==> src/hdl/dtd_pkg.sv <==
// Shared types, constants and fixed-point helpers for the temperature drop detector.
`timescale 1ns / 1ps

package dtd_pkg;

    // Fixed-point formats
    localparam int STATE_FRAC_BITS = 24;
    localparam int REG_FRAC_BITS   = 24;
    localparam int STATE_W         = 40;
    localparam int DIFF_W          = STATE_W + 1;
    localparam int CMP_W           = STATE_W + 2;

    // Field and register widths
    localparam int TEMP_W     = 17;
    localparam int VOLT_W     = 13;
    localparam int DV_W       = VOLT_W + 1;
    localparam int KEEP_W     = 16;
    localparam int MARGIN_W   = 24;
    localparam int OFFSET_W   = 13;
    localparam int GAIN_W     = 24;
    localparam int CFG_IDX_W  = 3;
    localparam int CFG_DATA_W = 24;

    // Shared multiplier: signed MUL_W x signed MUL_W
    localparam int MUL_W  = DIFF_W - KEEP_W;
    localparam int PROD_W = 2 * MUL_W;

    // Stream payloads
    localparam int IN_BITS     = 2 * TEMP_W + VOLT_W;
    localparam int IN_TDATA_W  = ((IN_BITS + 7) / 8) * 8;
    localparam int OUT_TDATA_W = 8;

    // Smoother channels: chip slow, chip fast, ext slow, ext fast
    localparam int NUM_AVG = 4;
    localparam int CHAN_W  = 2;
    localparam logic [CHAN_W-1:0] CH_CHIP_SLOW = 2'd0;
    localparam logic [CHAN_W-1:0] CH_CHIP_FAST = 2'd1;
    localparam logic [CHAN_W-1:0] CH_EXT_SLOW  = 2'd2;
    localparam logic [CHAN_W-1:0] CH_EXT_FAST  = 2'd3;
    localparam logic [CHAN_W-1:0] CH_LAST      = CHAN_W'(NUM_AVG - 1);

    // Chip sum has 8 fraction bits plus one more for the halving
    localparam int CHIP_SH = STATE_FRAC_BITS - 9;
    localparam int UP_SH   = (STATE_FRAC_BITS >= REG_FRAC_BITS) ?
                             (STATE_FRAC_BITS - REG_FRAC_BITS) : 0;
    localparam int DN_SH   = (STATE_FRAC_BITS < REG_FRAC_BITS) ?
                             (REG_FRAC_BITS - STATE_FRAC_BITS) : 0;

    localparam logic signed [63:0] STATE_MAX = (64'sd1 <<< (STATE_W - 1)) - 64'sd1;
    localparam logic signed [63:0] STATE_MIN = -(64'sd1 <<< (STATE_W - 1));
    localparam logic signed [STATE_W-1:0] T25 = STATE_W'(64'sd25 <<< STATE_FRAC_BITS);

    // Register reset values
    localparam logic [KEEP_W-1:0]   RST_SLOW_KEEP   = 16'd65470;
    localparam logic [KEEP_W-1:0]   RST_FAST_KEEP   = 16'd58982;
    localparam logic [MARGIN_W-1:0] RST_RISE_MARGIN = 24'd167772;
    localparam logic [MARGIN_W-1:0] RST_FALL_MARGIN = 24'd1677722;
    localparam logic [OFFSET_W-1:0] RST_EXT_OFFSET  = 13'd600;
    localparam logic [GAIN_W-1:0]   RST_EXT_GAIN    = 24'd1677722;

    typedef enum logic [CFG_IDX_W-1:0] {
        CFG_SLOW_KEEP   = 3'd0,
        CFG_FAST_KEEP   = 3'd1,
        CFG_RISE_MARGIN = 3'd2,
        CFG_FALL_MARGIN = 3'd3,
        CFG_EXT_OFFSET  = 3'd4,
        CFG_EXT_GAIN    = 3'd5
    } t_cfg_idx;

    typedef struct packed {
        logic [KEEP_W-1:0]   slow_keep;
        logic [KEEP_W-1:0]   fast_keep;
        logic [MARGIN_W-1:0] rise_margin;
        logic [MARGIN_W-1:0] fall_margin;
        logic [OFFSET_W-1:0] ext_offset_mv;
        logic [GAIN_W-1:0]   ext_gain;
    } t_cfg;

    typedef struct packed {
        logic              load;
        logic              ext_mul;
        logic              ext_conv;
        logic              sm_diff;
        logic              sm_lo;
        logic              sm_hi;
        logic              sm_add;
        logic              finish;
        logic [CHAN_W-1:0] chan;
    } t_cmd;

    typedef struct packed {
        logic out_free;
    } t_status;

    function automatic logic signed [STATE_W-1:0] sat_state(input logic signed [63:0] v);
        if (v > STATE_MAX) begin
            return STATE_MAX[STATE_W-1:0];
        end else if (v < STATE_MIN) begin
            return STATE_MIN[STATE_W-1:0];
        end
        return v[STATE_W-1:0];
    endfunction

    // 24 fraction bits to state format; right shift floors
    function automatic logic signed [63:0] reg_to_state(input logic signed [63:0] v);
        return (v <<< UP_SH) >>> DN_SH;
    endfunction

endpackage

==> src/hdl/dual_rate_temperature_drop_detector_top.sv <==
// Top level of the dual-rate temperature drop detector.
//
//  channel   | direction | handshake                     | payload
//  ----------+-----------+-------------------------------+------------------------------
//  s_axis    | in        | s_axis_tvalid / s_axis_tready | chip_temp_a, chip_temp_b, volt
//  m_axis    | out       | m_axis_tvalid / m_axis_tready | ext_green, chip_green
//  cfg       | in        | i_cfg_wr_en                   | i_cfg_index, i_cfg_data
//
// Each request runs in steps from acceptance to the result in the output register:
// one 25x25 multiplier is shared by the voltage conversion (multiply, then convert) and
// the four smoothers (difference, low product, high product, add), then hysteresis.
// The next request is accepted only once the sequencer is back in idle, so requests do
// not overlap; a waiting result stalls the sequence only in its last step, when the
// output register is still full.
// Reset is synchronous; the smoothers restart at 25.0 C and both indicators at green.
`timescale 1ns / 1ps

module dual_rate_temperature_drop_detector_top import dtd_pkg::*; (
    input  logic                   i_clk,
    input  logic                   i_rst_n,
    input  logic                   s_axis_tvalid,
    output logic                   s_axis_tready,
    // [16:0] chip_temp_a, [33:17] chip_temp_b, [46:34] ext_voltage_mv, [47] zero
    input  logic [IN_TDATA_W-1:0]  s_axis_tdata,
    output logic                   m_axis_tvalid,
    input  logic                   m_axis_tready,
    // [0] ext_green, [1] chip_green, [7:2] zero
    output logic [OUT_TDATA_W-1:0] m_axis_tdata,
    input  logic                   i_cfg_wr_en,
    input  logic [CFG_IDX_W-1:0]   i_cfg_index,
    input  logic [CFG_DATA_W-1:0]  i_cfg_data
);

    t_cfg    w_cfg;
    t_cmd    w_cmd;
    t_status w_status;

    dtd_cfg u_cfg (
        .i_clk       (i_clk),
        .i_rst_n     (i_rst_n),
        .i_cfg_wr_en (i_cfg_wr_en),
        .i_cfg_index (i_cfg_index),
        .i_cfg_data  (i_cfg_data),
        .o_cfg       (w_cfg)
    );

    dtd_ctrl u_ctrl (
        .i_clk      (i_clk),
        .i_rst_n    (i_rst_n),
        .i_in_valid (s_axis_tvalid),
        .o_in_ready (s_axis_tready),
        .i_status   (w_status),
        .o_cmd      (w_cmd)
    );

    dtd_dpath u_dpath (
        .i_clk       (i_clk),
        .i_rst_n     (i_rst_n),
        .i_cmd       (w_cmd),
        .o_status    (w_status),
        .i_cfg       (w_cfg),
        .i_in_data   (s_axis_tdata),
        .o_out_valid (m_axis_tvalid),
        .i_out_ready (m_axis_tready),
        .o_out_data  (m_axis_tdata)
    );

endmodule

==> src/hdl/dtd_cfg.sv <==
// Configuration register file of the temperature drop detector.
`timescale 1ns / 1ps

module dtd_cfg import dtd_pkg::*; (
    input  logic                  i_clk,
    input  logic                  i_rst_n,
    input  logic                  i_cfg_wr_en,
    input  logic [CFG_IDX_W-1:0]  i_cfg_index,
    input  logic [CFG_DATA_W-1:0] i_cfg_data,
    output t_cfg                  o_cfg
);

    t_cfg r_cfg;

    always_ff @(posedge i_clk) begin
        if (!i_rst_n) begin
            r_cfg.slow_keep     <= RST_SLOW_KEEP;
            r_cfg.fast_keep     <= RST_FAST_KEEP;
            r_cfg.rise_margin   <= RST_RISE_MARGIN;
            r_cfg.fall_margin   <= RST_FALL_MARGIN;
            r_cfg.ext_offset_mv <= RST_EXT_OFFSET;
            r_cfg.ext_gain      <= RST_EXT_GAIN;
        end else if (i_cfg_wr_en) begin
            unique case (t_cfg_idx'(i_cfg_index))
                CFG_SLOW_KEEP:   r_cfg.slow_keep     <= i_cfg_data[KEEP_W-1:0];
                CFG_FAST_KEEP:   r_cfg.fast_keep     <= i_cfg_data[KEEP_W-1:0];
                CFG_RISE_MARGIN: r_cfg.rise_margin   <= i_cfg_data[MARGIN_W-1:0];
                CFG_FALL_MARGIN: r_cfg.fall_margin   <= i_cfg_data[MARGIN_W-1:0];
                CFG_EXT_OFFSET:  r_cfg.ext_offset_mv <= i_cfg_data[OFFSET_W-1:0];
                CFG_EXT_GAIN:    r_cfg.ext_gain      <= i_cfg_data[GAIN_W-1:0];
                default: begin
                    // drop writes to unused indexes
                end
            endcase
        end
    end

    assign o_cfg = r_cfg;

endmodule

==> src/hdl/dtd_ctrl.sv <==
// Sequencer that steps the shared multiplier datapath through one request.
`timescale 1ns / 1ps

module dtd_ctrl import dtd_pkg::*; (
    input  logic    i_clk,
    input  logic    i_rst_n,
    input  logic    i_in_valid,
    output logic    o_in_ready,
    input  t_status i_status,
    output t_cmd    o_cmd
);

    typedef enum logic [2:0] {
        S_IDLE,
        S_EXT_MUL,
        S_EXT_CONV,
        S_DIFF,
        S_LO,
        S_HI,
        S_ADD,
        S_HYST
    } t_state;

    t_state            r_state;
    logic [CHAN_W-1:0] r_chan;

    assign o_in_ready = (r_state == S_IDLE);

    always_comb begin
        o_cmd      = '0;
        o_cmd.chan = r_chan;
        unique case (r_state)
            S_IDLE:     o_cmd.load     = i_in_valid;
            S_EXT_MUL:  o_cmd.ext_mul  = 1'b1;
            S_EXT_CONV: o_cmd.ext_conv = 1'b1;
            S_DIFF:     o_cmd.sm_diff  = 1'b1;
            S_LO:       o_cmd.sm_lo    = 1'b1;
            S_HI:       o_cmd.sm_hi    = 1'b1;
            S_ADD:      o_cmd.sm_add   = 1'b1;
            S_HYST:     o_cmd.finish   = i_status.out_free;
        endcase
    end

    always_ff @(posedge i_clk) begin
        if (!i_rst_n) begin
            r_state <= S_IDLE;
            r_chan  <= '0;
        end else begin
            unique case (r_state)
                S_IDLE: begin
                    if (i_in_valid) begin
                        r_state <= S_EXT_MUL;
                    end
                end
                S_EXT_MUL:  r_state <= S_EXT_CONV;
                S_EXT_CONV: begin
                    r_state <= S_DIFF;
                    r_chan  <= '0;
                end
                S_DIFF:     r_state <= S_LO;
                S_LO:       r_state <= S_HI;
                S_HI:       r_state <= S_ADD;
                S_ADD: begin
                    r_chan <= r_chan + 1'b1;
                    if (r_chan == CH_LAST) begin
                        r_state <= S_HYST;
                    end else begin
                        r_state <= S_DIFF;
                    end
                end
                S_HYST: begin
                    // hold until the output register can take the result
                    if (i_status.out_free) begin
                        r_state <= S_IDLE;
                    end
                end
            endcase
        end
    end

endmodule

==> src/hdl/dtd_dpath.sv <==
// Datapath: sample conversion, four smoothers on one multiplier, hysteresis, result register.
`timescale 1ns / 1ps

module dtd_dpath import dtd_pkg::*; (
    input  logic                   i_clk,
    input  logic                   i_rst_n,
    input  t_cmd                   i_cmd,
    output t_status                o_status,
    input  t_cfg                   i_cfg,
    input  logic [IN_TDATA_W-1:0]  i_in_data,
    output logic                   o_out_valid,
    input  logic                   i_out_ready,
    output logic [OUT_TDATA_W-1:0] o_out_data
);

    logic signed [TEMP_W-1:0]  w_a;
    logic signed [TEMP_W-1:0]  w_b;
    logic        [VOLT_W-1:0]  w_v;
    logic signed [TEMP_W:0]    w_ab;
    logic signed [63:0]        w_chip_wide;
    logic signed [DV_W-1:0]    w_dv;
    logic signed [MUL_W-1:0]   w_mul_a;
    logic signed [MUL_W-1:0]   w_mul_b;
    logic signed [PROD_W-1:0]  w_prod;
    logic        [KEEP_W-1:0]  w_keep;
    logic signed [STATE_W-1:0] w_x;
    logic signed [STATE_W-1:0] w_old;
    logic signed [CMP_W-1:0]   w_sum;
    logic signed [CMP_W-1:0]   w_up;
    logic signed [CMP_W-1:0]   w_dn;
    logic signed [CMP_W-1:0]   w_ext_d;
    logic signed [CMP_W-1:0]   w_chip_d;
    logic                      w_ext_green;
    logic                      w_chip_green;

    logic signed [STATE_W-1:0] r_chip_t;
    logic signed [STATE_W-1:0] r_ext_t;
    logic signed [DV_W-1:0]    r_dv;
    logic signed [PROD_W-1:0]  r_prod;
    logic signed [DIFF_W-1:0]  r_diff;
    logic signed [DIFF_W-1:0]  r_acc;
    logic signed [STATE_W-1:0] r_avg [NUM_AVG];
    logic                      r_ext_green;
    logic                      r_chip_green;
    logic                      r_out_valid;
    logic [1:0]                r_out_bits;

    assign w_a = i_in_data[TEMP_W-1:0];
    assign w_b = i_in_data[2*TEMP_W-1:TEMP_W];
    assign w_v = i_in_data[2*TEMP_W+VOLT_W-1:2*TEMP_W];

    assign w_ab        = (TEMP_W+1)'(w_a) + (TEMP_W+1)'(w_b);
    assign w_chip_wide = 64'(w_ab) <<< CHIP_SH;
    assign w_dv        = $signed({1'b0, w_v}) - $signed({1'b0, i_cfg.ext_offset_mv});

    // Smoother operands: x is the channel's sample, keep its weight
    assign w_keep = i_cmd.chan[0] ? i_cfg.fast_keep : i_cfg.slow_keep;
    assign w_x    = i_cmd.chan[1] ? r_ext_t : r_chip_t;
    assign w_old  = r_avg[i_cmd.chan];

    // new = x + hi(d)*keep + floor(lo(d)*keep / 2^16), d = old - x
    always_comb begin
        if (i_cmd.ext_mul) begin
            w_mul_a = MUL_W'(r_dv);
            w_mul_b = $signed(MUL_W'(i_cfg.ext_gain));
        end else if (i_cmd.sm_lo) begin
            w_mul_a = $signed(MUL_W'(r_diff[KEEP_W-1:0]));
            w_mul_b = $signed(MUL_W'(w_keep));
        end else begin
            w_mul_a = r_diff[DIFF_W-1:KEEP_W];
            w_mul_b = $signed(MUL_W'(w_keep));
        end
    end

    assign w_prod = w_mul_a * w_mul_b;
    assign w_sum  = CMP_W'(r_acc) + CMP_W'(r_prod);

    // Hysteresis on both channels; the red test wins
    assign w_up     = CMP_W'(reg_to_state(64'(i_cfg.rise_margin)));
    assign w_dn     = CMP_W'(reg_to_state(64'(i_cfg.fall_margin)));
    assign w_ext_d  = CMP_W'(r_avg[CH_EXT_FAST]) - CMP_W'(r_avg[CH_EXT_SLOW]);
    assign w_chip_d = CMP_W'(r_avg[CH_CHIP_FAST]) - CMP_W'(r_avg[CH_CHIP_SLOW]);

    always_comb begin
        priority if (w_ext_d > w_up) begin
            w_ext_green = 1'b0;
        end else if (w_ext_d < -w_dn) begin
            w_ext_green = 1'b1;
        end else begin
            w_ext_green = r_ext_green;
        end
        priority if (w_chip_d > w_up) begin
            w_chip_green = 1'b0;
        end else if (w_chip_d < -w_dn) begin
            w_chip_green = 1'b1;
        end else begin
            w_chip_green = r_chip_green;
        end
    end

    // Payload registers
    always_ff @(posedge i_clk) begin
        if (i_cmd.load) begin
            r_chip_t <= sat_state(w_chip_wide);
            r_dv     <= w_dv;
        end
        if (i_cmd.ext_mul || i_cmd.sm_lo || i_cmd.sm_hi) begin
            r_prod <= w_prod;
        end
        if (i_cmd.ext_conv) begin
            r_ext_t <= sat_state(reg_to_state(64'(r_prod)));
        end
        if (i_cmd.sm_diff) begin
            r_diff <= DIFF_W'(w_old) - DIFF_W'(w_x);
        end
        if (i_cmd.sm_hi) begin
            // low partial product is never negative
            r_acc <= DIFF_W'(w_x) + DIFF_W'(r_prod >>> KEEP_W);
        end
        if (i_cmd.finish) begin
            r_out_bits <= {w_chip_green, w_ext_green};
        end
    end

    // Smoother state, indicators and result handshake
    always_ff @(posedge i_clk) begin
        if (!i_rst_n) begin
            for (int i = 0; i < NUM_AVG; i++) begin
                r_avg[i] <= T25;
            end
            r_ext_green  <= 1'b1;
            r_chip_green <= 1'b1;
            r_out_valid  <= 1'b0;
        end else begin
            if (i_cmd.sm_add) begin
                r_avg[i_cmd.chan] <= sat_state(64'(w_sum));
            end
            if (i_cmd.finish) begin
                r_ext_green  <= w_ext_green;
                r_chip_green <= w_chip_green;
                r_out_valid  <= 1'b1;
            end else if (i_out_ready) begin
                r_out_valid <= 1'b0;
            end
        end
    end

    assign o_status.out_free = !r_out_valid || i_out_ready;
    assign o_out_valid       = r_out_valid;
    assign o_out_data        = {(OUT_TDATA_W-2)'(0), r_out_bits};

endmodule

==> config.mk <==
export PLATFORM = sky130hd
export DESIGN_NAME = dual_rate_temperature_drop_detector_top
export DESIGN_NICKNAME = d
export VERILOG_FILES = /design/src/hdl/dtd_pkg.sv /design/src/hdl/dual_rate_temperature_drop_detector_top.sv /design/src/hdl/dtd_cfg.sv /design/src/hdl/dtd_ctrl.sv /design/src/hdl/dtd_dpath.sv
export SDC_FILE = /design/constraint.sdc
export NUM_CORES = 2
export LEC_CHECK = 0
export BUFFER_PORTS_ARGS = -buffer_cell sky130_fd_sc_hd__buf_2
export CAP_MARGIN = 20
export CORE_UTILIZATION = 65
export DETAILED_ROUTE_END_ITERATION = 10
export PLACE_DENSITY = 0.82
export SLEW_MARGIN = 20
export SYNTH_ARGS = -nofsm -noshare
export SYNTH_HDL_FRONTEND = slang
export SYNTH_SLANG_ARGS = --single-unit
==> constraint.sdc <==
create_clock -name i_clk -period 10.5 [get_ports i_clk]
set_input_delay 1.05 -clock i_clk [delete_from_list [all_inputs] [get_ports i_clk]]
set_output_delay 1.05 -clock i_clk [all_outputs]
set_load 0.02 [all_outputs]
# After elaboration in Yosys (flattened, before gate mapping)
# Memory sizes are Yosys's and may differ from the RTL's. A register that Yosys moved wholly into a read port is not among the register bits.
# Index checks and enable logic that the tools add are counted.
# W data, S select, Z words.
[word_totals]
regBits = 353
ramBits = 160
input_bits = 80
out_inout_bits = 10
memories = 1
[classes]
n_addsub = 9
n_mul = 1
magnitude_cmp = 10
eq_ne = 15
n_mux = 54
n_reduce_logical = 16
[memory_table]
columns = ["memory", "depth", "word_bits", "read_ports", "rd_clocked_by_memory_dff", "wr", "line", "text"]
rows = [
  ["u_dpath.r_avg", 4, 40, 5, 1, 4, "dtd_dpath.sv:42", "logic signed [STATE_W-1:0] r_avg [NUM_AVG];"],
]
[ops]
columns = ["op", "n"]
rows = [
  ["$mux W40", 13],
  ["$sub A40 B40 Y41", 3],
  ["$gt A42 B25 Y1", 2],
  ["$lt A42 B42 Y1", 2],
  ["$gt A50 B40 Y1 const B", 1],
  ["$lt A50 B40 Y1 const B", 1],
  ["$mul A25 B25 Y50", 1],
  ["$mux W25", 2],
  ["$add A41 B42 Y42", 1],
  ["$gt A42 B40 Y1 const B", 1],
  ["$lt A42 B40 Y1 const B", 1],
  ["$neg A24 Y42", 1],
  ["$add A40 B34 Y41", 1],
  ["$gt A33 B40 Y1 const B", 1],
  ["$lt A33 B40 Y1 const B", 1],
  ["$reduce_or A40 Y1", 1],
  ["$mux W1", 29],
  ["$mux W24", 1],
  ["$pmux W3 S8", 1],
  ["$add A17 B17 Y18", 1],
  ["$eq A3 B3 Y1 const B", 6],
  ["$mux W16", 1],
  ["$reduce_and A2 Y1", 7],
  ["$sub A13 B13 Y14", 1],
  ["other kinds (13)", 25],
]

# Logic depth before layout (Yosys ltp)
[logic_depth]
depth_word = 10
mapped_depth = 36
mapped_depth_nobuf = 32

# Hierarchy
# Synthesis repeated with hierarchy kept, for this count alone.
[hier_totals]
hier_cells = 6032
area_unflattened_um2 = 56640.6
[by_module_without_submodules]
columns = ["module", "n_inst", "cells_per_inst", "area_per_inst_um2"]
rows = [
  ["dtd_dpath", 1, 5553, 51733.4],
  ["dtd_cfg", 1, 438, 4591.9],
  ["dtd_ctrl", 1, 41, 315.3],
]

# Worst setup path after synthesis
# No wires, ideal clock.
[synth_timing]
path_kind = "register to register"
startpoint = "register u_ctrl.r_state[1]"
endpoint = "register u_dpath.r_prod[49], data pin"
setup_time_ps = 259
arrival_time_ps = 8413
t_required_ps = 10241
slack_ps = 1828
path_stages_with_launch = 35
n_path_buf = 5
synth_period_minus_slack_ps = 8672
cell_sequence = "dfxtp_1 inv_1 ha_1 nor2b_1 clkbuf_1 clkbuf_1 buf_1 nor2_1 a21oi_1 clkbuf_1 nor2_1 fa_1 inv_1 fa_1 inv_1 fa_1 fa_1 fa_1 fa_1 inv_1 fa_1 inv_1 ha_1 clkbuf_1 and4_1 and4_1 nand4_1 o211ai_1 a41oi_1 o21ai_0 a41oi_1 o22ai_1 o2111ai_1 a21oi_1 xnor2_1"
[synth_via]
elab_chain_cells = 5
elab_cells_between_ends = 8
[synth_rtl]
columns = ["element", "line", "text"]
rows = [
  ["start: declaration", "dtd_ctrl.sv:24", "t_state r_state;"],
  ["start signal: assignment", "dtd_ctrl.sv:46", "r_state <= S_IDLE;"],
  ["start signal: assignment", "dtd_ctrl.sv:52", "r_state <= S_EXT_MUL;"],
  ["start signal: assignment", "dtd_ctrl.sv:55", "S_EXT_MUL: r_state <= S_EXT_CONV;"],
  ["$eq A3 B3 Y1", "dtd_ctrl.sv:32", "unique case (r_state)"],
  ["$mux W1", "dtd_ctrl.sv:32", ""],
  ["$mux W25", "dtd_dpath.sv:66", "end else if (i_cmd.sm_lo) begin"],
  ["$mux W25", "dtd_dpath.sv:63", "if (i_cmd.ext_mul) begin"],
  ["$mul A25 B25 Y50 (*)", "dtd_dpath.sv:75", "assign w_prod = w_mul_a * w_mul_b;"],
  ["via u_dpath.w_prod[49]", "dtd_dpath.sv:24", "logic signed [PROD_W-1:0] w_prod;"],
  ["end signal: assignment", "dtd_dpath.sv:108", "r_prod <= w_prod;"],
  ["end: declaration", "dtd_dpath.sv:39", "logic signed [PROD_W-1:0] r_prod;"],
]
# The timed path passes the listed nets; every way through them passes the cells marked *.
# A chain may end at the register's enable or synchronous reset.

# Final worst setup path
# Ends and elaborated chain as after synthesis.

==> summary.txt <==
Run status
  – Status: finished clean

Clock network
  – Clk sinks: between 400 and 500
  – H-tree depth: 2
  – Hold buffer count at CTS: 0
  – CTS tree: built
  – Post_cts resized: 0
  – Number of CTS-inserted buffers: 54
  – CTS root buf: clkbuf_16
  – Clock latency on the worst-skew pair: 0.65 ns
  – Max Root-Sink Buffers: 3
  – Worst-path clk slew: 0.06 ns
  – Number of setup buffers added after CTS: 0

Die
  – Total die area: between 0.08 and 0.09 mm²
  – Core area: about 0.087 mm²
  – Die Y: roughly 300 µm
  – # IOs: 90
  – Row count: ~110
  – Chip width: 299 µm
  – Initial Util: roughly two thirds

Placed design
  – Dpl cell area: just under 0.06 mm²
  – DP HPWL: around 130,000 µm
  – Placer Congestion: between 1 and 1.5
  – Port bufs: about 80
  – Placed insts: approximately 7,400

Setup path
  – CP required: about 11 ns
  – Slowest library cell on the worst path: nor2_1
  – Crit path DAT: a little over 10 ns
  – Crit-path max cell delay: between 0.9 and 1 ns
  – Startpoint types: flip-flop
  – Setup crit end kind: flip-flop
  – Crit Path Category: flip-flop to flip-flop
  – FF-to-FF Start: u_ctrl.r_state[1]
  – Crit-path max FO: 21
  – Worst setup startpoint: u_ctrl.r_state[1]

Logic synthesis
  – Synth top area share: 22.3%
  – Synth top cells by count: 993 x inv_1, 640 x fa_1, 637 x nor2_1
  – Count of cell types in the netlist: ~100
  – Top-count cell post-synth: inv_1
  – Post-synth EDFFs: around 370
  – Post-Syn Area: approximately 0.057 mm²
  – Ys flop type: edfxtp_1
  – Avg Synthesized Cell Area: ~9.1 µm²
  – Cell taking the most area after synthesis: fa_1
  – Sequential element share of the synthesized area: about a quarter
  – Number of synthesized register bits: between 400 and 500
  – Post-synth ARST share: 0%
  – Syn Inst Count: 6,294
  – YS warnings: 0
  – Area contributors post-synth: fa_1 22%, edfxtp_1 19%, ha_1 11%, inv_1 6.5%, dfxtp_1 4.4%

Global routing
  – Initial antenna violation count: 2
  – Gr ovfl total: 0
  – Overall Global Routing Usage: approximately 37%
  – Number of global-route vias before repair: around 46,000
  – Largest net degree at the start of global routing: 67
  – First-pass GRT wire length: about 260,000 µm

STA
  – Worst Tran Pin Value: ~1.2 ns
  – RSZ-0062 raised after global routing: no
  – Final setup fails: 0
  – Fmax: 101 MHz
  – Final period util: a little over nine tenths
  – Setup TNS: 0 ns
  – Rel. slew slack: approximately 22%
  – Final hold violations: 0
  – Max-slew violations: 0
  – Crit path time final: about 9.9 ns
  – Clk_skew: 0.0446 ns

Finish
  – Cell area after layout: 0.0608 mm²
  – Area Overhead vs Synth: 5.96%
  – Fin nets: 7,499
  – Layout cells sized above 1: 6.00%
  – Non-filler cells, final: roughly 7,500

Detailed routing
  – Starting DRT DRC Count: slightly below 5,000
  – Avg WL per Cell: between 20 and 25 µm
  – Vias: approximately 46,000
  – DRC Markers: 0
  – Via density: 6.21
  – Drt pass-1 iters: 9
  – Drt total wl: around 170,000 µm
  – DRT antenna net count: 0

Hold path
  – Hold Path Origin: u_cfg.o_cfg[77]
  – Hold crit path type: flip-flop to flip-flop

Job
  – Max Cap Viol: 0
-- registers in the layout, summed over array words and instances, names as in the netlist, 2 cells and up, named ones only --
register / cells
u_cfg.o_cfg: 117
u_ctrl.r_chan: 2
u_ctrl.r_state: 3
u_dpath.r_acc: 41
u_dpath.r_avg: 160
u_dpath.r_chip_t: 18
u_dpath.r_diff: 41
u_dpath.r_dv: 14
u_dpath.r_ext_t: 40
u_dpath.r_out_bits: 2
u_dpath.r_prod: 50
-- logic make-up (layout without fill, tap and decap cells) --
kind of cell / Yosys count / count (layout) / synth area share [%]
simple gates: 1919 / 1919 / 15.4
buf+inv: 1246 / 1259 / 8.30
fa+ha+maj: 1149 / 1149 / 33.4
compound gates: 1145 / 1145 / 13.0
flops: 493 / 493 / 23.6
xor+xnor: 249 / 249 / 3.82
mux: 92 / 92 / 2.48
other cells: 1 / 7 / 0.00654
-- cells in the final DEF, fill, tap and decap left out, drive strengths merged, types with 17 or more instances in the layout --
cell type / Yosys / final
inv: 993 / 1000
fa: 640 / 640
nor2: 638 / 638
nand2: 564 / 564
ha: 509 / 509
a21oi: 379 / 379
edfxtp: 366 / 366
a21o: 199 / 199
o21ai: 182 / 182
buf: 56 / 167
nand3: 148 / 148
xnor2: 145 / 145
dfxtp: 127 / 127
xor2: 104 / 104
and3: 99 / 99
nor3: 91 / 91
nor2b: 82 / 82
nand2b: 74 / 74
clkbuf: 196 / 68
nand4: 60 / 60
o21a: 59 / 59
mux2i: 49 / 49
a211oi: 43 / 43
mux4: 40 / 40
o211ai: 39 / 39
and2: 35 / 35
o22ai: 33 / 33
or2: 33 / 33
o21bai: 28 / 28
a31oi: 26 / 26
nor4: 22 / 22
or3: 21 / 21
a211o: 18 / 18
a21boi: 18 / 18
clkinv: 1 / 17
-- critical path, delay by kind of cell (launching register included) --
family | cells | cell delay [ns]
adder cells (fa/ha/maj) | 9 | 4.18
AND/OR/NAND/NOR | 6 | 2.50
AO/OA/AOI/OAI | 8 | 2.06
buffers and inverters | 7 | 0.42
flip-flops | 1 | 0.33
XOR/XNOR | 1 | 0.09
-- metrics by stage --
stage	hold slack, ns	setup slack, ns	utilization (%)
6_report	0.454	0.633	69.8
5_1_grt	0.473	0.153	69.8
4_1_cts	0.455	0.828	69.8
3_5_place_dp	0.447	0.878	67.7
3_3_place_gp	0.441	1.04	67.7
2_1_floorplan	0.436	1.83	-
-- layout make-up --
cell class,instances,area [µm²]
Tap cell,1155,1450
Clock inverter,30,290
Sequential cell,493,13500
Timing Repair Buffer,167,1120
Antenna cell,1,2.50
Inverter,994,3730
Clock buffer,68,1470
Fill cell,6593,26200
Multi-Input combinational cell,4560,39200
-- final timing paths --
path / cells after the start / end / slack [ns]
max: 31 / u_dpath.r_prod[49] / 0.63
min: 2 / u_cfg.o_cfg[77] / 0.45
max reg2reg: 31 / u_dpath.r_prod[49] / 0.63
min reg2reg: 2 / u_cfg.o_cfg[77] / 0.45
-- metal layers --
metal  up-vias  GRT usage, %  routed length, µm
li1      21000             -                  -
met3       543          7.30              16600
met4         0          20.3              10700
met5         -             0                  0
met2      2356          59.7              75900
met1     22500          47.1              61900
Power is left out: the tool's default activity adds up to more than one toggle a clock period on the data nets, which glitch-free logic cannot reach.
